==> src/hdl/ncc_pkg.sv <==
// Shared constants, types and register codes for the nearest-centroid classifier.
package ncc_pkg;

  localparam int MAX_CLUSTERS = 32;
  localparam int MAX_DIM      = 64;
  localparam int FEATURE_BITS = 16;

  // field widths of the words on the ports
  localparam int FEAT_W         = FEATURE_BITS;
  localparam int CENTER_SLOT_W  = 5;
  localparam int FEATURE_SLOT_W = 6;
  localparam int DIST_W         = 48;
  localparam int NC_W           = 6;   // num_clusters register
  localparam int ND_W           = 7;   // num_dims register

  localparam int CL_IDX_W   = $clog2(MAX_CLUSTERS);
  localparam int DIM_IDX_W  = $clog2(MAX_DIM);
  localparam int CTR_ADDR_W = CL_IDX_W + DIM_IDX_W;
  localparam int SQ_W       = 2 * FEAT_W;

  // APB side
  localparam int APB_ADDR_W = 3;
  localparam int APB_DATA_W = 32;

  localparam logic [0:0] REG_NUM_CLUSTERS = 1'b0;
  localparam logic [0:0] REG_NUM_DIMS     = 1'b1;

  localparam logic [NC_W-1:0] NUM_CLUSTERS_RST = NC_W'(1);
  localparam logic [ND_W-1:0] NUM_DIMS_RST     = ND_W'(64);

  typedef struct packed {
    logic [NC_W-1:0] eff_clusters;   // 1..MAX_CLUSTERS
    logic [ND_W-1:0] eff_dims;       // 1..MAX_DIM
  } cfg_t;

  typedef struct packed {
    logic                  en;
    logic [CTR_ADDR_W-1:0] addr;
    logic [FEAT_W-1:0]     data;
  } ctr_wr_t;

  typedef struct packed {
    logic                en;
    logic [CL_IDX_W-1:0] addr;
    logic [DIST_W-1:0]   data;
  } sum_wr_t;

endpackage

==> src/hdl/ncc_sum_mem.sv <==
// Per-cluster distance accumulators: one write port, one registered read port.
module ncc_sum_mem
  import ncc_pkg::*;
(
  input  logic                clk,
  input  sum_wr_t             wr,
  input  logic [CL_IDX_W-1:0] raddr,
  output logic [DIST_W-1:0]   rdata
);

  logic [DIST_W-1:0] mem [MAX_CLUSTERS];
  logic [DIST_W-1:0] rdata_r;

  always_ff @(posedge clk) begin
    if (wr.en) begin
      mem[wr.addr] <= wr.data;
    end
    rdata_r <= mem[raddr];
  end

  assign rdata = rdata_r;

endmodule

==> config.mk <==
export PLATFORM = sky130hd
export DESIGN_NAME = ncc_sum_mem
export DESIGN_NICKNAME = d
export VERILOG_FILES = /design/src/hdl/ncc_pkg.sv /design/src/hdl/ncc_sum_mem.sv
export SDC_FILE = /design/constraint.sdc
export NUM_CORES = 1
export LEC_CHECK = 0
export BUFFER_PORTS_ARGS = -buffer_cell sky130_fd_sc_hd__buf_2
export CAP_MARGIN = 40
export CORE_AREA = 5 5 366 368
export DETAILED_ROUTE_END_ITERATION = 12
export DIE_AREA = 0 0 371 373
export PLACE_DENSITY_LB_ADDON = 0.25
export SYNTH_ARGS = -nofsm -noshare
export SYNTH_HDL_FRONTEND = slang
export SYNTH_SLANG_ARGS = --single-unit
==> constraint.sdc <==
create_clock -name clk -period 3.7 [get_ports clk]
set_input_delay 0.37 -clock clk [delete_from_list [all_inputs] [get_ports clk]]
set_output_delay 0.37 -clock clk [all_outputs]
set_load 0.005 [all_outputs]
==> impl_metrics.env <==
export IMPL_syn_num_nets=3424
export IMPL_numCtsBuffers=153
export IMPL_core_area_mm2=0.130
export IMPL_initial_core_util_pct=46.5
export IMPL_drc_errors=0
export IMPL_synth_compound_area_share_pct=4.85
export IMPL_syn_avg_cell_area_um2=18.1
export IMPL_drive_gt1_share_pct=13.1
export IMPL_finalSetupViolCount=0
export IMPL_htreeDepth=4
export IMPL_synthCells=3364
export IMPL_synth_mux_area_share_pct=12.7
export IMPL_synth_distinct_cells=26
export IMPL_synth_top_area_share_pct=76.0
export IMPL_r2r_end="rdata[31]$_DFF_P_"
export IMPL_cts_sinks=1584
export IMPL_antenna_found_initial=7
export IMPL_critPathMaxFanout=24
export IMPL_rsz0062_at_grt="false"
export IMPL_place_hpwl_um=73000
export IMPL_startpoint="raddr[2]"
export IMPL_final_cell_mix="edfxtp_1, mux2i_1, clkbuf_16, nand3_1, nand2_1"
export IMPL_grt_usage_pct=20.9
export IMPL_synth_adder_area_share_pct=0
export IMPL_clock_latency_ns=0.76
export IMPL_startpoint_type="input port"
export IMPL_crit_required_ns=4.32
export IMPL_synth_xor_area_share_pct=0
export IMPL_cts_setup_buffers=0
export IMPL_fin_cells=5441
export IMPL_cts_root_buf="clkbuf_16"
export IMPL_final_antenna_net_count=0
export IMPL_grt_max_degree=71
export IMPL_crit_type="in -> reg"
export IMPL_post_route_min_period_ns=2.14
export IMPL_dpl_cell_area_mm2=0.0641
export IMPL_cap_violations=0
export IMPL_clockBufferDepth=3
export IMPL_globalplace_congestion=0.730
export IMPL_clkTransAtPathRegs_ns=0.06
export IMPL_vias=31209
export IMPL_hold_viol=0
export IMPL_cp_num_buf_inv=3
export IMPL_ys_warn_count=0
export IMPL_rows=133
export IMPL_synth_area_leaders="edfxtp_1, mux2i_1, a22oi_1, dfxtp_1, a22o_1"
export IMPL_crit_path_end_kind="register"
export IMPL_ys_seq_area_share_pct=77.5
export IMPL_synth_top_family_by_area="multiplexers"
export IMPL_max_clock_freq_ghz=0.468
export IMPL_worstMarginPinSlew_ns=0.860
export IMPL_leakagePower_nw=24.0
export IMPL_syn_cell_area_mm2=0.0607
export IMPL_p_per_area_mw_per_mm2=537
export IMPL_drt_iter0_drc=2819
export IMPL_slew_headroom_pct=42.6
export IMPL_setup_tns_ns=0
export IMPL_critPathMaxStageDelay_ns=0.59
export IMPL_synth_simple_area_share_pct=2.89
export IMPL_max_vdd_ir_drop_mv=0.332
export IMPL_n_fill_cell=10389
export IMPL_die_y_um=373
export IMPL_cp_depth=8
export IMPL_r2r_start="mem[3][31]$_DFFE_PP_"
export IMPL_grt_overflow=0
export IMPL_fin_area_mm2=0.0690
export IMPL_skew_ns=0.0189
export IMPL_ioPinCount=108
export IMPL_synth_seq_cells=1584
export IMPL_drv_slew=0
export IMPL_grt_pass1_vias=30946
export IMPL_cpLargestDelayFamily="buffers and inverters"
export IMPL_viasPerCell=5.74
export IMPL_hp_start="wr[27]"
export IMPL_firstDrtPassIters=7
export IMPL_setup_slack_ns=1.56
export IMPL_port_buffers=107
export IMPL_critPathSlowestCell="and2b_4"
export IMPL_run_status="completed"
export IMPL_fin_nets=3611
export IMPL_hold_path_class="in -> reg"
export IMPL_whs_ns=0.0988
export IMPL_wl_um=146000
export IMPL_synth_area_leader_cell="edfxtp_1"
export IMPL_finalCritPeriodShare_pct=57.8
export IMPL_endpoint="rdata[16]$_DFF_P_"
export IMPL_place_worst_setup_slack_ns=1.18
export IMPL_areaGrowthSynthToFinish_pct=13.6
export IMPL_cp_arrival_ns=2.75
export IMPL_r2r_slack_ns=2.45
export IMPL_final_common_cell="edfxtp_1"
export IMPL_path_cells="dlygate4sd3_1, buf_2, and2b_4, buf_4, a22o_1, nor3_1, a31oi_1, nand3_1"
export IMPL_dp_cells=5150
export IMPL_die_area_mm2=0.138
export IMPL_wire_per_inst_um=26.8
export IMPL_r2r_cells=5
export IMPL_grt_pass1_wl_um=212000
export IMPL_cts_tree="yes"
export IMPL_die_w_um=371
==> synth_stat cells <==
cell and n:
edfxtp_1 1536, mux2i_1 768, nand2_1 146, nand3_1 146
a21oi_1 144, a22oi_1 144, a22o_1 96, clkbuf_1 59
a31oi_1 48, dfxtp_1 48, nor3_1 48, buf_2 42
buf_6 42, buf_4 38, nor2_1 34, buf_1 7
nand3b_1 5, or3b_2 3, buf_8 2, nand2b_1 2
and2_1 1, and2b_1 1, clkbuf_4 1, nor2b_1 1
or2_2 1, or3_1 1
==> power by group <==
part	internal (mW)	total (mW)	switching (mW)
Clock	8.66	15.2	6.50
Combinational	0.629	1.81	1.18
Sequential	19.9	20.0	0.0996
==> timing repair <==
action / in CTS / in global routing
hold buffers: 1 / 0
endpoints found under the hold margin: 1 / 0
resized for setup: 0 / 0
==> flip-flops by register name, summed over array words and instances (netlist names) <==
signal / cells
mem: 1536
rdata: 48
==> final cells by class <==
| type | instances | area, um^2 | area share (%) |
|---|---|---|---|
| sequential | 1584 | 47100 | 68.3 |
| multi-input combinational | 1589 | 12700 | 18.4 |
| clock buffer | 202 | 4180 | 6.06 |
| tap | 1755 | 2200 | 3.18 |
| timing repair buffer | 223 | 2150 | 3.12 |
| clock inverter | 84 | 689 | 0.999 |
| antenna | 4 | 10.0 | 0.0145 |
==> per-layer routing <==
| metal | global-route usage, % | share of wire, % | up-vias |
|---|---|---|---|
| met4 | 5.49 | 2.2 | 2 |
| met2 | 32.7 | 47 | 918 |
| li1 | - | - | 13787 |
| met3 | 3.91 | 5.9 | 208 |
| met5 | 0 | 0.0048 | - |
| met1 | 30.4 | 45 | 16294 |
==> per-stage QoR <==
stage	utilization (%)	total power, mW
2_1_floorplan	-	21.4
3_3_place_gp	49.0	22.2
3_5_place_dp	49.1	22.3
4_1_cts	52.9	37.3
5_1_grt	52.9	38.2
6_report	52.9	37.0
==> worst min-delay path by stage <==
stage	cells past startpoint	slack, ns	to
final	1	0.1	mem[11][27]$_DFFE_PP_
after global routing	1	0.08	mem[26][17]$_DFFE_PP_
after CTS	1	0.03	mem[29][5]$_DFFE_PP_
after detailed placement	4	0.58	rdata[33]$_DFF_P_
after global placement	4	0.57	rdata[30]$_DFF_P_
after floorplan	0	0.47	mem[0][0]$_DFFE_PP_
==> kinds of logic after synthesis <==
family | after synthesis
muxes | 768
DFF | 1584
and+or+nand+nor | 389
buffers and inverters | 191
AOI/OAI and AO/OA | 432
(Power assumes the default switching activity.)
