`config.mk`:
```
export PLATFORM = sky130hd
export DESIGN_NAME = ncc_engine
export DESIGN_NICKNAME = d
export VERILOG_FILES = /design/src/hdl/ncc_pkg.sv /design/src/hdl/ncc_engine.sv
export SDC_FILE = /design/constraint.sdc
export NUM_CORES = 1
export LEC_CHECK = 0
export ABC_AREA = 1
export ABC_CLOCK_PERIOD_IN_PS = 7600
export BUFFER_PORTS_ARGS = -buffer_cell sky130_fd_sc_hd__buf_2
export CORE_ASPECT_RATIO = 1.1
export CORE_UTILIZATION = 55
export CTS_BUF_LIST = sky130_fd_sc_hd__clkbuf_8
export DETAILED_ROUTE_END_ITERATION = 10
export HOLD_SLACK_MARGIN = 0.06
export PLACE_DENSITY = 0.76
export SLEW_MARGIN = 20
export SYNTH_ARGS = -nofsm -noshare
export SYNTH_HDL_FRONTEND = slang
export SYNTH_SLANG_ARGS = --single-unit
```
`constraint.sdc`:
```
create_clock -name clk -period 7.6 [get_ports clk]
set_input_delay 0.38 -clock clk [delete_from_list [all_inputs] [get_ports clk]]
set_output_delay 0.38 -clock clk [all_outputs]
set_load 0.02 [all_outputs]
```
`src/hdl/ncc_pkg.sv`:
```
// Shared constants, types and register codes for the nearest-centroid classifier.
package ncc_pkg;

  localparam int MAX_CLUSTERS = 32;
  localparam int MAX_DIM      = 64;
  localparam int FEATURE_BITS = 16;

  // field widths of the words on the ports
  localparam int FEAT_W         = FEATURE_BITS;
  localparam int CENTER_SLOT_W  = 5;
  localparam int FEATURE_SLOT_W = 6;
  localparam int DIST_W         = 48;
  localparam int NC_W           = 6;   // num_clusters register
  localparam int ND_W           = 7;   // num_dims register

  localparam int CL_IDX_W   = $clog2(MAX_CLUSTERS);
  localparam int DIM_IDX_W  = $clog2(MAX_DIM);
  localparam int CTR_ADDR_W = CL_IDX_W + DIM_IDX_W;
  localparam int SQ_W       = 2 * FEAT_W;

  // APB side
  localparam int APB_ADDR_W = 3;
  localparam int APB_DATA_W = 32;

  localparam logic [0:0] REG_NUM_CLUSTERS = 1'b0;
  localparam logic [0:0] REG_NUM_DIMS     = 1'b1;

  localparam logic [NC_W-1:0] NUM_CLUSTERS_RST = NC_W'(1);
  localparam logic [ND_W-1:0] NUM_DIMS_RST     = ND_W'(64);

  typedef struct packed {
    logic [NC_W-1:0] eff_clusters;   // 1..MAX_CLUSTERS
    logic [ND_W-1:0] eff_dims;       // 1..MAX_DIM
  } cfg_t;

  typedef struct packed {
    logic                  en;
    logic [CTR_ADDR_W-1:0] addr;
    logic [FEAT_W-1:0]     data;
  } ctr_wr_t;

  typedef struct packed {
    logic                en;
    logic [CL_IDX_W-1:0] addr;
    logic [DIST_W-1:0]   data;
  } sum_wr_t;

endpackage

```
`src/hdl/ncc_engine.sv`:
```
// Sequencer and read-modify-write datapath over the centroid and sum stores.
module ncc_engine
  import ncc_pkg::*;
(
  input  logic                      clk,
  input  logic                      rst_n,
  input  cfg_t                      cfg,
  input  logic                      in_valid,
  output logic                      in_ready,
  input  logic                      in_mode,
  input  logic [CENTER_SLOT_W-1:0]  in_center_slot,
  input  logic [FEATURE_SLOT_W-1:0] in_feature_slot,
  input  logic signed [FEAT_W-1:0]  in_feature_value,
  output logic                      out_valid,
  input  logic                      out_ready,
  output logic [CENTER_SLOT_W-1:0]  out_best_cluster,
  output logic [DIST_W-1:0]         out_best_distance,
  output ctr_wr_t                   ctr_wr,
  output logic [CTR_ADDR_W-1:0]     ctr_raddr,
  input  logic [FEAT_W-1:0]         ctr_rdata,
  output sum_wr_t                   sum_wr,
  output logic [CL_IDX_W-1:0]       sum_raddr,
  input  logic [DIST_W-1:0]         sum_rdata
);

  typedef enum logic [1:0] {ST_IDLE, ST_RUN, ST_FLUSH} state_t;

  state_t                    state_r;
  logic [CL_IDX_W-1:0]       k_r;
  logic [CL_IDX_W-1:0]       last_k_r;
  logic [DIM_IDX_W-1:0]      fslot_r;
  logic signed [FEAT_W-1:0]  value_r;
  logic                      final_r;
  logic                      out_valid_r;
  logic [CENTER_SLOT_W-1:0]  out_cluster_r;
  logic [DIST_W-1:0]         out_dist_r;

  logic                      p1_r, p2_r, p3_r;
  logic [CL_IDX_W-1:0]       k1_r, k2_r, k3_r;
  logic [MAX_CLUSTERS-1:0]   valid_r;
  logic [FEAT_W-1:0]         absd_r;
  logic [SQ_W-1:0]           sq_r;
  logic [DIST_W-1:0]         old1_r, old2_r;
  logic [DIST_W-1:0]         best_dist_r;
  logic [CL_IDX_W-1:0]       best_k_r;

  logic                      in_acc, load, query, in_range, pipe_busy, out_free, emit;
  logic signed [FEAT_W:0]    diff;
  logic [FEAT_W:0]           diff_mag;
  logic [DIST_W:0]           acc_sum;
  logic [DIST_W-1:0]         new_sum;

  assign in_ready  = (state_r == ST_IDLE);
  assign in_acc    = in_valid && in_ready;
  assign in_range  = {1'b0, in_feature_slot} < cfg.eff_dims;
  assign load      = in_acc && !in_mode;
  assign query     = in_acc && in_mode && in_range;
  assign pipe_busy = p1_r || p2_r || p3_r;
  assign out_free  = !out_valid_r || out_ready;
  assign emit      = (state_r == ST_FLUSH) && !pipe_busy && final_r && out_free;

  // loads go straight into the store on the accept edge
  assign ctr_wr.en   = load;
  assign ctr_wr.addr = {in_center_slot[CL_IDX_W-1:0], in_feature_slot[DIM_IDX_W-1:0]};
  assign ctr_wr.data = in_feature_value;

  assign ctr_raddr = {k_r, fslot_r};
  assign sum_raddr = k_r;

  always_ff @(posedge clk) begin
    if (!rst_n) begin
      state_r     <= ST_IDLE;
      out_valid_r <= 1'b0;
    end else begin
      if (emit) begin
        out_valid_r <= 1'b1;
      end else if (out_valid_r && out_ready) begin
        out_valid_r <= 1'b0;
      end
      case (state_r)
        ST_IDLE: begin
          if (query) begin
            fslot_r  <= in_feature_slot[DIM_IDX_W-1:0];
            value_r  <= in_feature_value;
            final_r  <= ({1'b0, in_feature_slot} == cfg.eff_dims - 1'b1);
            last_k_r <= CL_IDX_W'(cfg.eff_clusters - 1'b1);
            k_r      <= '0;
            state_r  <= ST_RUN;
          end
        end
        ST_RUN: begin
          if (k_r == last_k_r) begin
            state_r <= ST_FLUSH;
          end else begin
            k_r <= k_r + 1'b1;
          end
        end
        ST_FLUSH: begin
          if (!pipe_busy) begin
            if (!final_r) begin
              state_r <= ST_IDLE;
            end else if (out_free) begin
              out_cluster_r <= CENTER_SLOT_W'(best_k_r);
              out_dist_r    <= best_dist_r;
              state_r       <= ST_IDLE;
            end
          end
        end
        default: state_r <= ST_IDLE;
      endcase
    end
  end

  assign out_valid         = out_valid_r;
  assign out_best_cluster  = out_cluster_r;
  assign out_best_distance = out_dist_r;

  // stage valids and accumulator valid bits
  always_ff @(posedge clk) begin
    if (!rst_n) begin
      p1_r    <= 1'b0;
      p2_r    <= 1'b0;
      p3_r    <= 1'b0;
      valid_r <= '0;
    end else begin
      p1_r <= (state_r == ST_RUN);
      p2_r <= p1_r;
      p3_r <= p2_r;
      if (query && in_feature_slot == '0) begin
        valid_r <= '0;
      end else if (p3_r) begin
        valid_r[k3_r] <= 1'b1;
      end
    end
  end

  // stage 1: difference magnitude; stage 2: square; stage 3: add and write back
  assign diff     = $signed({value_r[FEAT_W-1], value_r})
                  - $signed({ctr_rdata[FEAT_W-1], ctr_rdata});
  assign diff_mag = diff[FEAT_W] ? (FEAT_W+1)'(-diff) : diff;

  always_ff @(posedge clk) begin
    k1_r   <= k_r;
    absd_r <= diff_mag[FEAT_W-1:0];
    old1_r <= valid_r[k1_r] ? sum_rdata : '0;
    k2_r   <= k1_r;
    sq_r   <= absd_r * absd_r;
    old2_r <= old1_r;
    k3_r   <= k2_r;
  end

  assign acc_sum = {1'b0, old2_r} + (DIST_W+1)'(sq_r);
  assign new_sum = acc_sum[DIST_W] ? {DIST_W{1'b1}} : acc_sum[DIST_W-1:0];

  assign sum_wr.en   = p3_r;
  assign sum_wr.addr = k3_r;
  assign sum_wr.data = new_sum;

  // strict compare keeps the lower index on ties
  always_ff @(posedge clk) begin
    if (p3_r && (k3_r == '0 || new_sum < best_dist_r)) begin
      best_dist_r <= new_sum;
      best_k_r    <= k3_r;
    end
  end

`ifndef SYNTHESIS
  a_idle_empty: assert property (@(posedge clk) disable iff (!rst_n)
    state_r == ST_IDLE |-> !pipe_busy)
    else $error("pipeline busy while accepting words");

  a_issue_bound: assert property (@(posedge clk) disable iff (!rst_n)
    state_r == ST_RUN |-> k_r <= last_k_r)
    else $error("cluster index beyond active count");

  a_stage_order: assert property (@(posedge clk) disable iff (!rst_n)
    p3_r && p2_r |-> k2_r == CL_IDX_W'(k3_r + 1'b1))
    else $error("accumulator write-back out of order");

  a_slot0_clear: assert property (@(posedge clk) disable iff (!rst_n)
    query && in_feature_slot == '0 |=> valid_r == '0)
    else $error("accumulators not cleared at slot zero");

  a_emit: assert property (@(posedge clk) disable iff (!rst_n)
    state_r == ST_FLUSH && !pipe_busy && final_r && out_free |=> out_valid_r)
    else $error("result not presented after last slot");
`endif

endmodule

```
==> qor.txt, run 1 <==
status = completed
CTS sink cnt = 335
crit-path cells = nand2_1, fa_1, inv_1, fa_1, fa_1, fa_1, fa_1, inv_1, fa_1, inv_1, ha_1, nand2_1, nor4_1, nand3_1, nand3_1, nand2_1, o211ai_1, a31oi_1, xor2_1
vias in the first global route = 18047
Die Area = 0.0418 mm2
Top cell by count, worst path = fa_1
Final Slew Violations = 0
die span in y = 214 um
sequential cell area = 0.00810 mm2
crit end category = flip-flop
Synth top area share = 18.5%
largest area contributor in the netlist = edfxtp_1
setup ws final = 1.16 ns
Antenna Nets Post-Route = 0
total CTS buffers = 52
Initial Util = 56.0%
DR vias/cell = 5.09
CTS tree = yes
area of the multi-input gates = 0.0119 mm2
setup TNS = 0 ns
Crit path buffers/inverters = 3
Synth Instances = 2528
Max Freq = 0.155 GHz
row cnt = 77
number of antenna violations at the first check in global routing = 2
Syn Area/Cell = 8.92 um2
DRC viols = 0
syn_nets = 3006
detailed-route wire length per cell = 14.7 um
EDFF count, synth = 139
DP Wirelength = 38400 um
min-delay worst type = in2reg
Post-Layout Cell Count = 3387
via count of the routed design = 17239
Die X = 195 um
Post-Syn Area = 0.0226 mm2
PortBufs = 250
TritonRoute pass-1 iters = 5
nets@finish = 3309
synth top area cells = edfxtp_1, dfxtp_1, fa_1
number of setup buffers added after CTS = 0
share of layout cells above drive strength 1 = 15.1%
final core utilization = 64.4%
Post-Place Cells = 3215
Placement Setup Slack = 1.24 ns
Post-Route Skew = 0.0335 ns
area grow syn2layout = 15.0%
final wirelength = 49600 um
DR iter-0 viols = 799
CP top delay family = adder cells
Yosys Warn Count = 0
Final Hold Fails = 0
htree depth = 2
FFs w/ async S/R, synth = 0%
crit path kind = reg2reg
GRT Residual Overflow = 0
crit path time final = 6.44 ns
I/O pin count = 262
GRT Total Usage = 24.1%
clk_lat worst skew = 0.64 ns
dominant synthesized flop cell = dfxtp_1
first-pass GRT wire length = 82600 um
Slowest-stage cell, CP = dfxtp_1
unrepaired setup endpoints after global routing = false
CTS clk-pin slew, worst paths = 0.06 ns
MaxCap Viol Count = 0
root buf cell = clkbuf_8
routability cong. = 0.939
Slew HR = 30.4%
CP arrival = 6.96 ns
crit path max fanout = 17
worst-margin pin slew = 1.04 ns
Yosys cell types = 65
post-synthesis sequential area ratio = 35.9%
fillers = 3200
Core Footprint = 0.0403 mm2
most common cell in the netlist = inv_1
clock buffer depth = 3
largest stage delay on the critical path = 0.82 ns
final setup fails = 0
Seq cells post-synth = 335
synth cell count leaders = inv_1, nand2_1, ha_1
CP Launch Type = flip-flop
WP data required = 8.11 ns
Final Cycle Share = 84.8%
pin count of the biggest net entering global routing = 54
state kept, by name, indices dropped and copies added (netlist names), 6 cells and up:
| signal | cells |
|---|---|
| absd_r | 16 |
| best_dist_r | 48 |
| fslot_r | 6 |
| old1_r | 48 |
| old2_r | 48 |
| out_best_distance | 48 |
| sq_r | 31 |
| valid_r | 32 |
| value_r | 16 |
placed cells by master, fill, tap and decap left out, drive strengths merged, types with 11 or more instances in the layout:
| cell | count |
|---|---|
| clkinv | 11 |
| xor2 | 65 |
| dlygate4sd3 | 75 |
| buf | 256 |
| nand4 | 27 |
| xnor2 | 22 |
| clkbuf | 59 |
| inv | 584 |
| nand2 | 406 |
| or2 | 32 |
| a31oi | 11 |
| nor3 | 28 |
| a21oi | 144 |
| nor4 | 11 |
| edfxtp | 139 |
| nor2 | 211 |
| nand3 | 78 |
| dfxtp | 196 |
| fa | 164 |
| o21ai | 66 |
| ha | 205 |
worst paths after layout:
| check | endpoint | from | cells past startpoint | slack, ns |
|---|---|---|---|---|
| min reg2reg | old2_r[17] | old1_r[17] | 0 | 0.32 |
| max reg2reg | sq_r[31] | absd_r[1] | 19 | 1.16 |
| max | sq_r[31] | absd_r[1] | 19 | 1.16 |
| min | last_k_r[3] | cfg[10] | 3 | 0.14 |
logic make-up (layout without fill, tap and decap cells):
group	count (synthesis)	count (layout)	synth area share, %
fa+ha+maj	369	369	25.9
mux	4	4	0.183
xor+xnor	87	87	3.54
other cells	0	2	0
buf+inv	646	990	11.5
compound gates	281	281	7.49
simple gates	806	806	15.5
flops	335	335	35.9
through the flow:
step / instance area (um2) / hold slack (ns)
2_1_floorplan: 22600 / 0.310
3_3_place_gp: 24100 / 0.310
3_5_place_dp: 24100 / 0.312
4_1_cts: 25900 / 0.0949
5_1_grt: 25900 / 0.139
6_report: 25900 / 0.145
area by class of cell:
| cell class | count | share of cell area, % |
|---|---|---|
| sequential | 335 | 31.2 |
| tap | 513 | 2.48 |
| inverter | 564 | 8.19 |
| timing repair buffer | 331 | 7.89 |
| multi-input combinational | 1547 | 45.9 |
| antenna | 2 | 0.0193 |
| clock buffer | 59 | 3.13 |
| clock inverter | 36 | 1.12 |
routing by layer:
| layer | global-route usage, % | share of wire [%] | up-vias |
|---|---|---|---|
| met5 | 0 | 0 | - |
| met4 | 9.34 | 3.3 | 0 |
| met3 | 3.59 | 5.0 | 115 |
| met2 | 44.0 | 50 | 513 |
| met1 | 28.2 | 42 | 8093 |
| li1 | - | - | 8518 |
timing repair:
item / in CTS / in global routing
gates resized for setup: 0 / 0
endpoints found under the hold margin: 76 / 0
hold buffers: 75 / 0
worst min-delay path: stages:
cell,delay (ns)
buf_2,0.08
inv_1,0.05
xor2_1,0.13
Power of run 1 is not shown: default switching activity piles up to over one toggle a cycle in this logic, so the estimate is an artifact.
==> run 2: changes to the inputs <==
--- a/config.mk
+++ b/config.mk
@@ -6,14 +6,14 @@
 export NUM_CORES = 1
 export LEC_CHECK = 0
 export ABC_AREA = 1
-export ABC_CLOCK_PERIOD_IN_PS = 7600
+export ABC_CLOCK_PERIOD_IN_PS = 5700
 export BUFFER_PORTS_ARGS = -buffer_cell sky130_fd_sc_hd__buf_2
 export CORE_ASPECT_RATIO = 1.1
 export CORE_UTILIZATION = 55
 export CTS_BUF_LIST = sky130_fd_sc_hd__clkbuf_8
 export DETAILED_ROUTE_END_ITERATION = 10
 export HOLD_SLACK_MARGIN = 0.06
-export PLACE_DENSITY = 0.76
+export PLACE_DENSITY = 0.79
 export SLEW_MARGIN = 20
 export SYNTH_ARGS = -nofsm -noshare
 export SYNTH_HDL_FRONTEND = slang
==> constraint.sdc (replaced) <==
create_clock -name clk -period 5.7 [get_ports clk]
set_input_delay 0.285 -clock clk [delete_from_list [all_inputs] [get_ports clk]]
set_output_delay 0.285 -clock clk [all_outputs]
set_load 0.02 [all_outputs]
==> qor.txt, run 2 (synthesis results as in run 1) <==
status = completed
setup TNS = 0 ns (unchanged)
share of layout cells above drive strength 1 = 19.1% (+3.9 points)
Slew HR = 29.6% (-0.86 points)
TritonRoute pass-1 iters = 5 (unchanged)
DRC viols = 0 (unchanged)
first-pass GRT wire length = 85700 um (+3.8%)
CTS clk-pin slew, worst paths = 0.06 ns (about the same)
nets@finish = 3392 (+2.5%)
detailed-route wire length per cell = 15.0 um (+2.6%)
CTS tree = yes
Post-Route Skew = 0.0164 ns (-0.0171 ns)
worst-margin pin slew = 1.05 ns (+0.0128 ns)
crit end category = flip-flop
crit path time final = 5.54 ns (-0.900 ns)
number of antenna violations at the first check in global routing = 3 (+1)
fillers = 3026 (-5.4%)
Final Cycle Share = 97.3% (+12 points)
Die X = 195 um (unchanged)
I/O pin count = 262 (unchanged)
CP arrival = 6.04 ns (-0.92 ns)
Antenna Nets Post-Route = 0 (unchanged)
Final Hold Fails = 0 (unchanged)
Max Freq = 0.180 GHz (+16%)
WP data required = 6.20 ns (-1.91 ns)
min-delay worst type = in2reg
row cnt = 77 (unchanged)
GRT Total Usage = 24.9% (+0.79 points)
PortBufs = 250 (unchanged)
CTS sink cnt = 335 (unchanged)
clk_lat worst skew = 0.62 ns (-0.02 ns)
die span in y = 214 um (unchanged)
most frequent cells in the layout = inv_1, nand2_1, buf_2, nor2_1, ha_1
final wirelength = 52200 um (+5.2%)
crit path kind = reg2reg
routability cong. = 0.941 (+0.23%)
pin count of the biggest net entering global routing = 54 (unchanged)
via count of the routed design = 17757 (+3.0%)
MaxCap Viol Count = 0 (unchanged)
CP Launch Type = flip-flop
crit path max fanout = 6 (-11)
total CTS buffers = 52 (unchanged)
GRT Residual Overflow = 0 (unchanged)
Core Footprint = 0.0403 mm2 (unchanged)
DP Wirelength = 39400 um (+2.6%)
final setup fails = 0 (unchanged)
Die Area = 0.0418 mm2 (unchanged)
area grow syn2layout = 19.2%
DR vias/cell = 5.11 (+0.48%)
leading cell type in the layout, fill and taps excluded = inv_1
vias in the first global route = 18473 (+2.4%)
Initial Util = 56.0% (unchanged)
htree depth = 2 (unchanged)
root buf cell = clkbuf_8
DR iter-0 viols = 842 (+5.4%)
clock buffer depth = 3 (unchanged)
Final Slew Violations = 0 (unchanged)
run 2: cell types whose count changed in the layout (fill, tap and decap cells not counted), sizes merged, moves of 2 or more:
cell         previous run  this run
buf                   256       335
bufinv                  4         2
clkbuf                 59        61
clkinv                 11         9
dlygate4sd3            75        79
inv                   584       586
run 2: timing repair:
item	in CTS	in global routing
pin swaps	2	31
hold endpoints to repair	81	0
buffers inserted	0	9
resized for setup	11	72
hold buffers	79	0
setup endpoints to repair	3	12
run 2: final timing paths:
path	endpoint	slack [ns]	startpoint	cells past startpoint
setup / recovery	sq_r[31]	0.16	absd_r[5]	23
hold / removal	last_k_r[1]	0.16	cfg[8]	4
setup reg to reg	sq_r[31]	0.16	absd_r[5]	23
hold reg to reg	k3_r[2]	0.32	k2_r[2]	0
run 2: through the flow:
| stage | worst slack (ns) | std cells | hold slack, ns | util, % | cell area (um2) |
|---|---|---|---|---|---|
| 4_1_cts | 0.000687 | 3460 | 0.0818 | 65.8 | 26500 |
| 2_1_floorplan | 0.0364 | 2528 | 0.310 | - | 22600 |
| 5_1_grt | -0.0754 | 3472 | 0.136 | 66.7 | 26900 |
| 6_report | 0.157 | 3472 | 0.160 | 66.7 | 26900 |
| 3_5_place_dp | -0.123 | 3285 | 0.312 | 61.1 | 24600 |
| 3_3_place_gp | -0.0200 | 3285 | 0.311 | 61.1 | 24600 |
run 2: per-layer routing:
layer	vias to the layer above	wire, um	track usage (%)
met2	517	27300	46.8
met4	0	1530	8.50
li1	8700	-	-
met1	8410	21000	28.4
met3	130	2390	3.73
met5	-	0	0
run 2: critical path, stage by stage, from the launching register on:
cell and delay [ns]:
dfxtp_4 0.40, buf_6 0.14, nand2_1 0.07, fa_1 0.51
fa_1 0.56, inv_1 0.05, fa_1 0.46, fa_1 0.51
fa_1 0.55, inv_1 0.06, fa_1 0.52, inv_1 0.04
ha_1 0.30, nand2_2 0.09, buf_4 0.15, nor2_1 0.11
o21ai_1 0.08, o211ai_1 0.12, nand2_1 0.11, nand3_2 0.11
nand2_1 0.06, o211ai_1 0.12, a31oi_1 0.15, xor2_1 0.18
run 2: final cells by class:
class / count / area, um2 / share of cell area, %
antenna: 3 / 7.51 / 0.0279
clock buffer: 61 / 840 / 3.12
multi-input combinational: 1547 / 12200 / 45.2
inverter: 564 / 2120 / 7.90
clock inverter: 35 / 224 / 0.833
tap: 513 / 642 / 2.39
timing repair buffer: 414 / 2740 / 10.2
sequential: 335 / 8150 / 30.3
Power of run 2 is left out for the same reason.
