`config.mk`:
```
export PLATFORM = sky130hd
export DESIGN_NAME = ncc_cfg_regs
export DESIGN_NICKNAME = d
export VERILOG_FILES = /design/src/hdl/ncc_pkg.sv /design/src/hdl/ncc_cfg_regs.sv
export SDC_FILE = /design/constraint.sdc
export NUM_CORES = 1
export LEC_CHECK = 0
export ABC_AREA = 1
export BUFFER_PORTS_ARGS = -buffer_cell sky130_fd_sc_hd__buf_2
export CAP_MARGIN = 40
export CORE_MARGIN = 10
export CORE_UTILIZATION = 36
export CTS_BUF_LIST = sky130_fd_sc_hd__clkbuf_8
export DETAILED_ROUTE_END_ITERATION = 16
export HOLD_SLACK_MARGIN = 0.12
export PLACE_DENSITY_LB_ADDON = 0.2
export SLEW_MARGIN = 0
export SYNTH_ARGS = -nofsm -noshare
export SYNTH_HDL_FRONTEND = slang
export SYNTH_SLANG_ARGS = --single-unit
```
`constraint.sdc`:
```
create_clock -name clk -period 0.85 [get_ports clk]
set_clock_uncertainty 0.1 [all_clocks]
set_input_delay 0.0425 -clock clk [delete_from_list [all_inputs] [get_ports clk]]
set_output_delay 0.0425 -clock clk [all_outputs]
set_load 0.03 [all_outputs]
```
`src/hdl/ncc_pkg.sv`:
```
// Shared constants, types and register codes for the nearest-centroid classifier.
package ncc_pkg;

  localparam int MAX_CLUSTERS = 32;
  localparam int MAX_DIM      = 64;
  localparam int FEATURE_BITS = 16;

  // field widths of the words on the ports
  localparam int FEAT_W         = FEATURE_BITS;
  localparam int CENTER_SLOT_W  = 5;
  localparam int FEATURE_SLOT_W = 6;
  localparam int DIST_W         = 48;
  localparam int NC_W           = 6;   // num_clusters register
  localparam int ND_W           = 7;   // num_dims register

  localparam int CL_IDX_W   = $clog2(MAX_CLUSTERS);
  localparam int DIM_IDX_W  = $clog2(MAX_DIM);
  localparam int CTR_ADDR_W = CL_IDX_W + DIM_IDX_W;
  localparam int SQ_W       = 2 * FEAT_W;

  // APB side
  localparam int APB_ADDR_W = 3;
  localparam int APB_DATA_W = 32;

  localparam logic [0:0] REG_NUM_CLUSTERS = 1'b0;
  localparam logic [0:0] REG_NUM_DIMS     = 1'b1;

  localparam logic [NC_W-1:0] NUM_CLUSTERS_RST = NC_W'(1);
  localparam logic [ND_W-1:0] NUM_DIMS_RST     = ND_W'(64);

  typedef struct packed {
    logic [NC_W-1:0] eff_clusters;   // 1..MAX_CLUSTERS
    logic [ND_W-1:0] eff_dims;       // 1..MAX_DIM
  } cfg_t;

  typedef struct packed {
    logic                  en;
    logic [CTR_ADDR_W-1:0] addr;
    logic [FEAT_W-1:0]     data;
  } ctr_wr_t;

  typedef struct packed {
    logic                en;
    logic [CL_IDX_W-1:0] addr;
    logic [DIST_W-1:0]   data;
  } sum_wr_t;

endpackage

```
`src/hdl/ncc_cfg_regs.sv`:
```
// APB register block: cluster and dimension counts, clamped for the engine.
module ncc_cfg_regs
  import ncc_pkg::*;
(
  input  logic                  clk,
  input  logic                  rst_n,
  input  logic                  psel,
  input  logic                  penable,
  input  logic                  pwrite,
  input  logic [APB_ADDR_W-1:0] paddr,
  input  logic [APB_DATA_W-1:0] pwdata,
  output logic [APB_DATA_W-1:0] prdata,
  output logic                  pready,
  output cfg_t                  cfg
);

  logic [NC_W-1:0] num_clusters_r;
  logic [ND_W-1:0] num_dims_r;
  logic            wr_en;

  assign pready = 1'b1;
  assign wr_en  = psel && penable && pwrite;

  always_ff @(posedge clk) begin
    if (!rst_n) begin
      num_clusters_r <= NUM_CLUSTERS_RST;
      num_dims_r     <= NUM_DIMS_RST;
    end else if (wr_en) begin
      case (paddr[2])
        REG_NUM_CLUSTERS: num_clusters_r <= pwdata[NC_W-1:0];
        REG_NUM_DIMS:     num_dims_r     <= pwdata[ND_W-1:0];
        default: ;
      endcase
    end
  end

  always_comb begin
    prdata = '0;
    if (paddr[1:0] == 2'b00) begin
      case (paddr[2])
        REG_NUM_CLUSTERS: prdata = APB_DATA_W'(num_clusters_r);
        REG_NUM_DIMS:     prdata = APB_DATA_W'(num_dims_r);
        default:          prdata = '0;
      endcase
    end
  end

  // zero acts as one, large values saturate
  always_comb begin
    if (num_clusters_r == '0)
      cfg.eff_clusters = NC_W'(1);
    else if (num_clusters_r > NC_W'(MAX_CLUSTERS))
      cfg.eff_clusters = NC_W'(MAX_CLUSTERS);
    else
      cfg.eff_clusters = num_clusters_r;

    if (num_dims_r == '0)
      cfg.eff_dims = ND_W'(1);
    else if (num_dims_r > ND_W'(MAX_DIM))
      cfg.eff_dims = ND_W'(MAX_DIM);
    else
      cfg.eff_dims = num_dims_r;
  end

endmodule

```
==> reports/qor.yml, run 1 <==
run_status:
  status: "finished with violations"
  violations: "negative setup slack"
critical_path:
  worstPathRequired_ns: 0.71
  worst-setup-path-type: "reg2out"
  reg2reg_from: "num_dims_r[6]"
  cp-end-kind: "primary output"
  reg2reg_depth: 4
  reg2reg_to: "num_dims_r[6]"
  cp_max_fo: 4
  crit_arrival_ns: 1.23
  worst-r2r-setup-slack_ns: -0.06
  cp-start-kind: "flop"
grt:
  globalRouteOverflowTotal: 0
  grt_max_degree: 14
  antenna_found_initial: 0
  grt_pass1_wl_mm: 5.009
  grt_pass1_vias: 1121
  track_usage: 0.1129
power:
  seq_power_share: 0.331
  p_leak_nw: 0.8447
  power_density_nw_per_um2: 1051
  power_frac_clock: 0.274
  finalPower_mw: 1.958
  p_int_mw: 1.210
  p_switching_mw: 0.7485
  swShare: 0.3822
  comb_power_share: 0.396
  vdd_drop_max_mv: 0.9922
synth:
  yosysWarningCount: 0
  synthTopCellsByArea: "dfxtp_1 (25%), buf_4 (19%), nor2_1 (14%), a211oi_2 (7.1%), nand3_1 (7.1%)"
  syn_inst: 156
  netlist_area_um2: 1051
  synth_edf_count: 0
  ys_ff_latch: 13
  synth_top_area_cell: "dfxtp_1"
  postSynthAreaPerCell_um2: 6.737
  yosysTopAreaCellShare: 0.2476
  async_reset_ff_frac: 0
  ys.flop_type: "dfxtp_1"
  synth.distinct_cells: 24
  synth-seq-area-share: 0.2476
clock_tree:
  cts-root-buf: "clkbuf_8"
  clk_pin_slew_ns: 0.05
  clk_path_buf_depth: 2
  cts_max_level: 1
  cts.sinks: 13
  cts_buffers: 3
  clock_latency_ns: 0.24
  cts_tree: "built"
sta:
  drv_slew: 0
  setup_viol: 23
  finalHoldViolCount: 0
  max_freq_ghz: 0.7302
  rsz0062_at_grt: "true"
  setup_ws_ns: -0.5194
  fin_crit_ns: 1.369
  period_share: 1.611
min_path:
  min_from: "rst_n"
  min_to: "num_dims_r[6]"
  hp-class: "in2reg"
  hold_depth: 2
drt:
  drtPass1Iterations: 4
  first_iter_violations: 44
  vias: 1075
  wl_per_cell_um: 13.07
  routed.top_layer: "met4"
  drt-met1-wl_mm: 1.278
  wl_met2_mm: 1.604
  viasPerCell: 4.424
  routed_wl_mm: 3.177
  met3_length_um: 225
  ant_nets: 0
  drc: 0
job:
  drv_cap: 0
floorplanning:
  num_rows: 19
  dieWidth_um: 74.03
  dieArea_um2: 5480
  fp.coreArea_um2: 2781
  die_h_um: 74.03
  ioPinCount: 86
  start_util: 0.3779
final_layout:
  nNetsFinal: 253
  final_common_cell: "buf_6"
  utilization: 0.6703
  antenna_cells: 0
  most-common-layout-cells: "buf_6 (32), conb_1 (26), nor2_1 (16), nand2_1 (15)"
  syn_to_final_growth_pct: 77.38
  drive_above_1_share: 0.6085
placed_design:
  port_buffers: 34
  finalWeightedCongestion: 0.7646
  pre_cts_ws_ns: -0.2822
  dp.final_hpwl_mm: 2.532
## registers in the layout (all words and copies together), names as in the netlist
name,cells
num_dims_r,7
num_clusters_r,6
## worst max-delay path, stage by stage (launching register included)
cell and delay (ns):
dfxtp_2 0.34, nor2_2 0.15, nand3_1 0.11, nand2_2 0.11, inv_4 0.07, nor2_4 0.08
buf_6 0.13
## cell families after synthesis
family                 share of synthesized area
other                                   0.007146
AND/OR/NAND/NOR                           0.3441
AO/OA/AOI/OAI                            0.09999
flip-flops                                0.2476
buffers and inverters                     0.3012
## per-stage QoR
stage / hold WS [ns] / instances / setup TNS, ns / cell area [um^2]
after global placement: 0.1678 / 232 / -4.608 / 1465
after floorplan: 0.05583 / 180 / -1.728 / 1325
final: 0.001596 / 243 / -7.590 / 1864
after detailed placement: 0.1708 / 232 / -4.981 / 1465
after global routing: 0.02048 / 243 / -8.702 / 1864
after CTS: 0.005915 / 242 / -7.444 / 1775
## cell usage after synthesis, types with 2 or more instances
cell / n
nand2_1: 17
a211oi_2: 6
o21ai_0: 2
dfxtp_1: 13
nand3_1: 15
clkbuf_1: 2
conb_1: 2
buf_4: 26
buf_6: 3
nor2_1: 40
inv_1: 16
a21boi_0: 2
## power groups by stage
stage / sequential, mW / clock (mW) / combinational [mW]
detailed placement: 0.668 / 0 / 0.653
global route: 0.651 / 0.582 / 0.828
floorplan: 0.667 / 0 / 0.587
global placement: 0.667 / 0 / 0.646
CTS: 0.653 / 0.547 / 0.744
finish: 0.647 / 0.537 / 0.775
## worst max-delay path by stage
stage / endpoint / depth (start not counted) / startpoint
3_3_place_gp: cfg[1] / 6 / num_dims_r[5]
2_1_floorplan: cfg[1] / 5 / num_dims_r[0]
4_1_cts: cfg[4] / 6 / num_dims_r[3]
5_1_grt: cfg[1] / 6 / num_dims_r[2]
3_5_place_dp: cfg[1] / 6 / num_dims_r[5]
6_report: cfg[2] / 6 / num_dims_r[0]
## layout make-up
class                   count  area (um^2)
fillers                   235        917.1
clock inverters             1        3.754
well taps                  31        38.79
clock buffers               3        41.29
inverters                  18        85.08
multi-input cells         116        805.8
repair buffers             61        588.1
flip-flops and latches     13        301.5
## layer usage
layer / vias up / GRT usage
li1: 535 / -
met1: 494 / 0.1251
met2: 42 / 0.1922
met3: 4 / 0.02527
met4: 0 / 0.06832
met5: - / 0
## timing repair
item,4_1_cts,5_1_grt
endpoints found under the hold margin,13,13
pin swaps,17,9
setup endpoints to repair,21,27
hold buffers,2,1
gates resized for setup,75,26
buffers inserted,4,1
(Power assumes the default switching activity.)
==> run 2, diff against run 1 <==
--- a/config.mk
+++ b/config.mk
@@ -5,11 +5,10 @@
 export SDC_FILE = /design/constraint.sdc
 export NUM_CORES = 1
 export LEC_CHECK = 0
-export ABC_AREA = 1
 export BUFFER_PORTS_ARGS = -buffer_cell sky130_fd_sc_hd__buf_2
 export CAP_MARGIN = 40
 export CORE_MARGIN = 10
-export CORE_UTILIZATION = 36
+export CORE_UTILIZATION = 34
 export CTS_BUF_LIST = sky130_fd_sc_hd__clkbuf_8
 export DETAILED_ROUTE_END_ITERATION = 16
 export HOLD_SLACK_MARGIN = 0.12
==> run 2 against run 1 <==
Net effect: the run still ends with negative setup slack left; sequential share of layout area is 0.14 points lower; area after synthesis is 10% lower; first-iteration DRC count is 68% lower; synthesized cell count is 26% lower.
==> reports/qor.yml, run 2 <==
critical_path:
  crit_chain: "or4_4, a21oi_4, buf_6"
  reg2reg_depth: 3  # -1
  cp.depth: 3  # -3
  worst-setup-path-type: "reg2out"
  crit_arrival_ns: 1.39  # +0.16 ns
  worstPathRequired_ns: 0.71  # about the same
  cp-start-kind: "flop"
  cp_max_fo: 2  # -2
  cpLargestDelayFamily: "simple AND/OR/NAND/NOR gates"
  cp_slowest_stage_delay_ns: 0.54  # +0.20 ns
  slowest_stage: "or4_4"
  crit_buf_inv: 1  # -1
  cp-end-kind: "primary output"
power:
  power_density_nw_per_um2: 971.3  # -7.5%
  swShare: 0.3410  # -0.04121
  power_frac_clock: 0.329  # +0.055
  p_switching_mw: 0.5918  # -21%
  p_int_mw: 1.144  # -5.5%
  comb_power_share: 0.308  # -0.088
  p_leak_nw: 0.7689  # -9.0%
  seq_power_share: 0.363  # +0.032
  vdd_drop_max_mv: 0.6663  # -33%
clock_tree:
  hold_buffers: 7  # +5
  clk_path_buf_depth: 2  # unchanged
  clock_latency_ns: 0.24  # about the same
  cts-root-buf: "clkbuf_8"
  cts_max_level: 1  # unchanged
  cts.sinks: 13  # unchanged
  cts_tree: "built"
  clk_pin_slew_ns: 0.06  # about the same
  cts_buffers: 3  # unchanged
job:
  drv_cap: 0  # unchanged
drt:
  vias: 862  # -20%
  wl_per_cell_um: 14.24  # +8.9%
  ant_nets: 0  # unchanged
  viasPerCell: 4.267  # -3.5%
  drtPass1Iterations: 2  # -2
  first_iter_violations: 14  # -68%
  drc: 0  # unchanged
  routed_wl_mm: 2.877  # -9.4%
grt:
  grt_pass1_wl_mm: 4.712  # -5.9%
  globalRouteOverflowTotal: 0  # unchanged
  grt_pass1_vias: 998  # -11%
  antenna_found_initial: 0  # unchanged
  grt_max_degree: 22  # +8
  track_usage: 0.1110  # -0.001949
sta:
  finalHoldViolCount: 0  # unchanged
  setup_ws_ns: -0.6826  # -0.1632 ns
  fin_crit_ns: 1.533  # +0.1632 ns
  drv_slew: 0  # unchanged
  max_freq_ghz: 0.6525  # -11%
  rsz0062_at_grt: "true"
  setup_viol: 22  # -4.3%
  fin_setup_tns_ns: -6.569  # +1.021 ns
  period_share: 1.803  # +0.1920
final_layout:
  reg_top3: "num_dims_r x7, num_clusters_r x6"
  most-common-layout-cells: "buf_6 (36), conb_1 (26), mux2i_1 (13), buf_2 (12), nand2_1 (10)"
  largest_reg_flops: 7  # unchanged
  nNetsFinal: 212  # -16%
  antenna_cells: 0  # unchanged
  fin_cells: 202  # -17%
  drive_above_1_share: 0.6257  # +0.01724
  top_register: "num_dims_r"
  syn_to_final_growth_pct: 89.14
  final_common_cell: "buf_6"
  utilization: 0.6593  # -0.01099
synth:
  synth_top_area_cell: "dfxtp_1"
  synth.distinct_cells: 19  # -21%
  ys.flop_type: "dfxtp_1"
  syn_inst: 115  # -26%
  netlist_area_um2: 944.7  # -10%
  synth_edf_count: 0  # unchanged
  yosysTopAreaCellShare: 0.2755  # +0.02788
  postSynthAreaPerCell_um2: 8.214  # +22%
  synth-seq-area-share: 0.2755  # +0.02788
  ys_ff_latch: 13  # unchanged
  synthTopCellsByArea: "dfxtp_1 (28%), buf_4 (21%), mux2i_1 (20%), nor2b_1 (8.6%), nand2_1 (7.2%)"
  synth_most_common_cell: "buf_4"
  yosysWarningCount: 0  # unchanged
  ys_top_cells_by_count: "buf_4 (26), mux2i_1 (19), nand2_1 (18)"
  async_reset_ff_frac: 0  # unchanged
placed_design:
  dp.final_hpwl_mm: 2.228  # -12%
  dpl.cell_count: 189  # -19%
  finalWeightedCongestion: 0.7447  # -2.6%
  port_buffers: 34  # unchanged
floorplanning:
  num_rows: 19  # unchanged
  dieWidth_um: 72.71  # -1.8%
  ioPinCount: 86  # unchanged
  die_h_um: 72.71  # -1.8%
  start_util: 0.3486  # -0.02930
  fp.coreArea_um2: 2710  # -2.6%
  dieArea_um2: 5287  # -3.5%
run_status:
  status: "finished with violations"
  violations: "negative setup slack"
min_path:
  hp-class: "in2reg"
  hold_depth: 4  # +2
run 2: cell types whose count changed in the layout (fill, tap and decap cells not counted), sizes merged, moves of 2 or more:
cell / change
mux2i: +19
o21ai: -2
nand3: -16
nor2b: +13
a21boi: -2
buf: -4
dlygate4sd3: +5
inv: -18
nor2: -36
a211oi: -6
run 2: worst paths after layout:
path | from | to | slack, ns
max | num_clusters_r[4] | cfg[7] | -0.68
min | rst_n | num_clusters_r[5] | 0.11
max reg2reg | num_dims_r[6] | num_dims_r[6] | -0.04
min reg2reg | num_dims_r[0] | num_dims_r[0] | 0.39
run 2: metrics by stage:
stage               instance area (um^2)  power (mW)  hold WS [ns]  worst slack, ns
floorplan                           1189       1.060       0.08460          -0.4375
global placement                    1313       1.065        0.2018          -0.4461
detailed placement                  1313       1.069        0.2148          -0.4536
CTS                                 1714       1.723       0.09977          -0.6786
global route                        1787       1.813        0.1208          -0.7110
finish                              1787       1.735        0.1111          -0.6826
run 2: final cells by class:
type / count / area [um^2]
fillers: 208 / 923.4
multi-input cells: 92 / 793.3
repair buffers: 61 / 618.1
flip-flops and latches: 13 / 286.5
clock buffers: 3 / 41.29
well taps: 31 / 38.79
clock inverters: 1 / 5.005
inverters: 1 / 3.754
run 2: cell families (layout without fill, tap and decap cells):
family	Yosys count	after routing	synth area share
other	2	26	0.007950
buffers and inverters	34	66	0.2543
and+or+nand+nor	45	45	0.2464
DFF	13	13	0.2755
muxes	19	19	0.2013
AOI/OAI and AO/OA	2	2	0.01457
run 2: metal layers:
metal  global-route usage  up-vias  wire, um
met5                    0        -         0
met4              0.06329        0        67
met3              0.02585        5       173
met2               0.1927       34      1428
met1               0.1198      389      1207
li1                     -      434         -
run 2: what timing repair did:
item,4_1_cts,5_1_grt
setup endpoints to repair,21,27
pin swaps,3,4
endpoints found under the hold margin,13,1
buffers inserted,3,5
gates resized for setup,78,20
run 2: power by group through the flow:
stage	Clock (mW)	Combinational [mW]	Sequential (mW)
2_1_floorplan	0	0.410	0.650
3_3_place_gp	0	0.420	0.645
3_5_place_dp	0	0.423	0.646
4_1_cts	0.581	0.509	0.632
5_1_grt	0.615	0.566	0.632
6_report	0.571	0.534	0.630
run 2: worst reg2reg max path, cell delays in order (launching register included):
cell and delay, ns:
dfxtp_4 0.37, buf_6 0.14, nor2b_1 0.10, mux2i_1 0.06
==> run 3, diff against run 2 <==
--- a/config.mk
+++ b/config.mk
@@ -5,13 +5,15 @@
 export SDC_FILE = /design/constraint.sdc
 export NUM_CORES = 1
 export LEC_CHECK = 0
+export ABC_AREA = 1
 export BUFFER_PORTS_ARGS = -buffer_cell sky130_fd_sc_hd__buf_2
 export CAP_MARGIN = 40
 export CORE_MARGIN = 10
-export CORE_UTILIZATION = 34
+export CORE_UTILIZATION = 36
 export CTS_BUF_LIST = sky130_fd_sc_hd__clkbuf_8
 export DETAILED_ROUTE_END_ITERATION = 16
 export HOLD_SLACK_MARGIN = 0.12
+export MAX_ROUTING_LAYER = met4
 export PLACE_DENSITY_LB_ADDON = 0.2
 export SLEW_MARGIN = 0
 export SYNTH_ARGS = -nofsm -noshare
==> run 3 against run 2 <==
Net effect: the run still ends with negative setup slack left; critical path type unchanged; global-route usage increased by 0.53 points; via count increased by 25%; sequential power increased by 3%; critical endpoint is now cfg[2]; fmax increased by 12%; non-clock buffer count unchanged; worst hold slack got worse by 0.11 ns; sequential share of layout area increased by 0.14 points; critical path depth increased by 3; clock power decreased by 6.5%.
==> reports/qor.yml, run 3 (synthesized netlist as in run 1, its figures left out) <==
grt:
  grt_max_degree: 14  # -36%
  track_usage: 0.1163  # +0.005336
  antenna_found_initial: 0  # unchanged
  grt_pass1_wl_mm: 5.009  # +6.3%
  grt_pass1_vias: 1121  # +12%
  globalRouteOverflowTotal: 0  # unchanged
clock_tree:
  clk_path_buf_depth: 2  # unchanged
  clk_pin_slew_ns: 0.05  # about the same
  cts_buffers: 3  # unchanged
  cts_tree: "built"
  clock_latency_ns: 0.24  # about the same
  cts-root-buf: "clkbuf_8"
  cts.sinks: 13  # unchanged
  cts_max_level: 1  # unchanged
critical_path:
  reg2reg_from: "num_dims_r[6]"
  cp_slowest_stage_delay_ns: 0.33  # -0.21 ns
  crit_arrival_ns: 1.23  # -0.16 ns
  worst-setup-path-type: "reg2out"
  cp-end-kind: "primary output"
  crit_chain: "nor2_2, nand3_1, nand2_2, inv_4, nor2_4, buf_6"
  worstPathRequired_ns: 0.71  # about the same
  cp_max_fo: 4  # +2
  reg2reg_depth: 4  # +1
  cp-start-kind: "flop"
  cp-startpoint: "num_dims_r[2]"
  slowest_stage: "dfxtp_2"
  reg2reg_to: "num_dims_r[6]"
  crit_path_end: "cfg[2]"
  worst-r2r-setup-slack_ns: -0.06  # -0.02 ns
floorplanning:
  fp.coreArea_um2: 2781  # +2.6%
  num_rows: 19  # unchanged
  dieWidth_um: 74.03  # +1.8%
  die_h_um: 74.03  # +1.8%
  ioPinCount: 86  # unchanged
  start_util: 0.3779  # +0.02930
  dieArea_um2: 5480  # +3.7%
placed_design:
  port_buffers: 34  # unchanged
  dp.final_hpwl_mm: 2.532  # +14%
  finalWeightedCongestion: 0.7747  # +4.0%
  dpl.cell_count: 232  # +23%
  pre_cts_ws_ns: -0.2822  # +0.1714 ns
final_layout:
  largest_reg_flops: 7  # unchanged
  final_common_cell: "buf_6"
  syn_to_final_growth_pct: 77.38
  fillers: 235  # +13%
  reg_top3: "num_dims_r x7, num_clusters_r x6"
  nNetsFinal: 253  # +19%
  antenna_cells: 0  # unchanged
  top_register: "num_dims_r"
  fin_cells: 243  # +20%
  drive_above_1_share: 0.6085  # -0.01724
  most-common-layout-cells: "buf_6 (32), conb_1 (26), nor2_1 (16), nand2_1 (15)"
drt:
  wl_per_cell_um: 13.07  # -8.2%
  vias: 1074  # +25%
  ant_nets: 0  # unchanged
  viasPerCell: 4.420  # +3.6%
  drc: 0  # unchanged
  routed_wl_mm: 3.176  # +10%
  drtPass1Iterations: 4  # +2
  first_iter_violations: 40  # +26
sta:
  setup_viol: 23  # +4.5%
  period_share: 1.610  # -0.1929
  max_freq_ghz: 0.7306  # +12%
  fin_setup_tns_ns: -7.573  # -1.004 ns
  rsz0062_at_grt: "true"
  drv_slew: 0  # unchanged
  setup_ws_ns: -0.5187  # +0.1639 ns
  fin_crit_ns: 1.369  # -0.1639 ns
  finalHoldViolCount: 0  # unchanged
power:
  vdd_drop_max_mv: 0.9889  # +48%
  p_leak_nw: 0.8447  # +9.9%
  power_density_nw_per_um2: 1049  # +8.0%
min_path:
  hp-class: "in2reg"
  hold_depth: 2  # -2
  min_from: "rst_n"
job:
  drv_cap: 0  # unchanged
run_status:
  status: "finished with violations"
  violations: "negative setup slack"
## run 3: worst min-delay path by stage
| stage | to | slack (ns) |
|---|---|---|
| detailed placement | num_dims_r[6] | 0.17 |
| CTS | num_clusters_r[0] | 0.006 |
| floorplan | num_dims_r[1] | 0.06 |
| global placement | num_dims_r[6] | 0.17 |
| finish | num_dims_r[6] | 0.003 |
| global route | num_clusters_r[0] | 0.02 |
## run 3: cell type report
type / instances / area [um^2] / share of cell area
clock buffers: 3 / 41.29 / 0.02215
well taps: 31 / 38.79 / 0.02081
clock inverters: 1 / 3.754 / 0.002013
flip-flops and latches: 13 / 301.5 / 0.1617
repair buffers: 61 / 588.1 / 0.3154
inverters: 18 / 85.08 / 0.04564
multi-input cells: 116 / 805.8 / 0.4322
## run 3: through the flow
step / hold slack [ns] / utilization / cell area (um^2) / power (mW)
floorplan: 0.05583 / - / 1325 / 1.254
global placement: 0.1678 / 0.5268 / 1465 / 1.313
detailed placement: 0.1708 / 0.5268 / 1465 / 1.322
CTS: 0.005915 / 0.6383 / 1775 / 1.943
global route: 0.02047 / 0.6703 / 1864 / 2.060
finish: 0.002545 / 0.6703 / 1864 / 1.956
## run 3: critical path: cells and delay by family, from the launching register on
family                 cells  cell delay (ns)
buffers and inverters      2             0.20
DFF                        1             0.33
and+or+nand+nor            4             0.45
## run 3: where the power goes
part | internal [mW] | switching [mW] | leakage (nW)
Clock | 0.319 | 0.215 | 0.0269
Sequential | 0.614 | 0.0338 | 0.113
Combinational | 0.277 | 0.498 | 0.705
Total | 1.21 | 0.746 | 0.845
## run 3: what timing repair did
action                     in CTS  in global routing
pin swaps                      17                  9
resized for setup              75                 26
setup endpoints to repair      21                 27
hold buffers                    2                  1
hold endpoints to repair       13                 13
buffers inserted                4                  1
## run 3: routing by layer
layer | part of all wire | track usage | wire [um]
met1 | 0.41 | 0.1281 | 1297
met2 | 0.51 | 0.1922 | 1613
met3 | 0.063 | 0.01995 | 201
met4 | 0.020 | 0.06832 | 63
met5 | 0 | - | 0
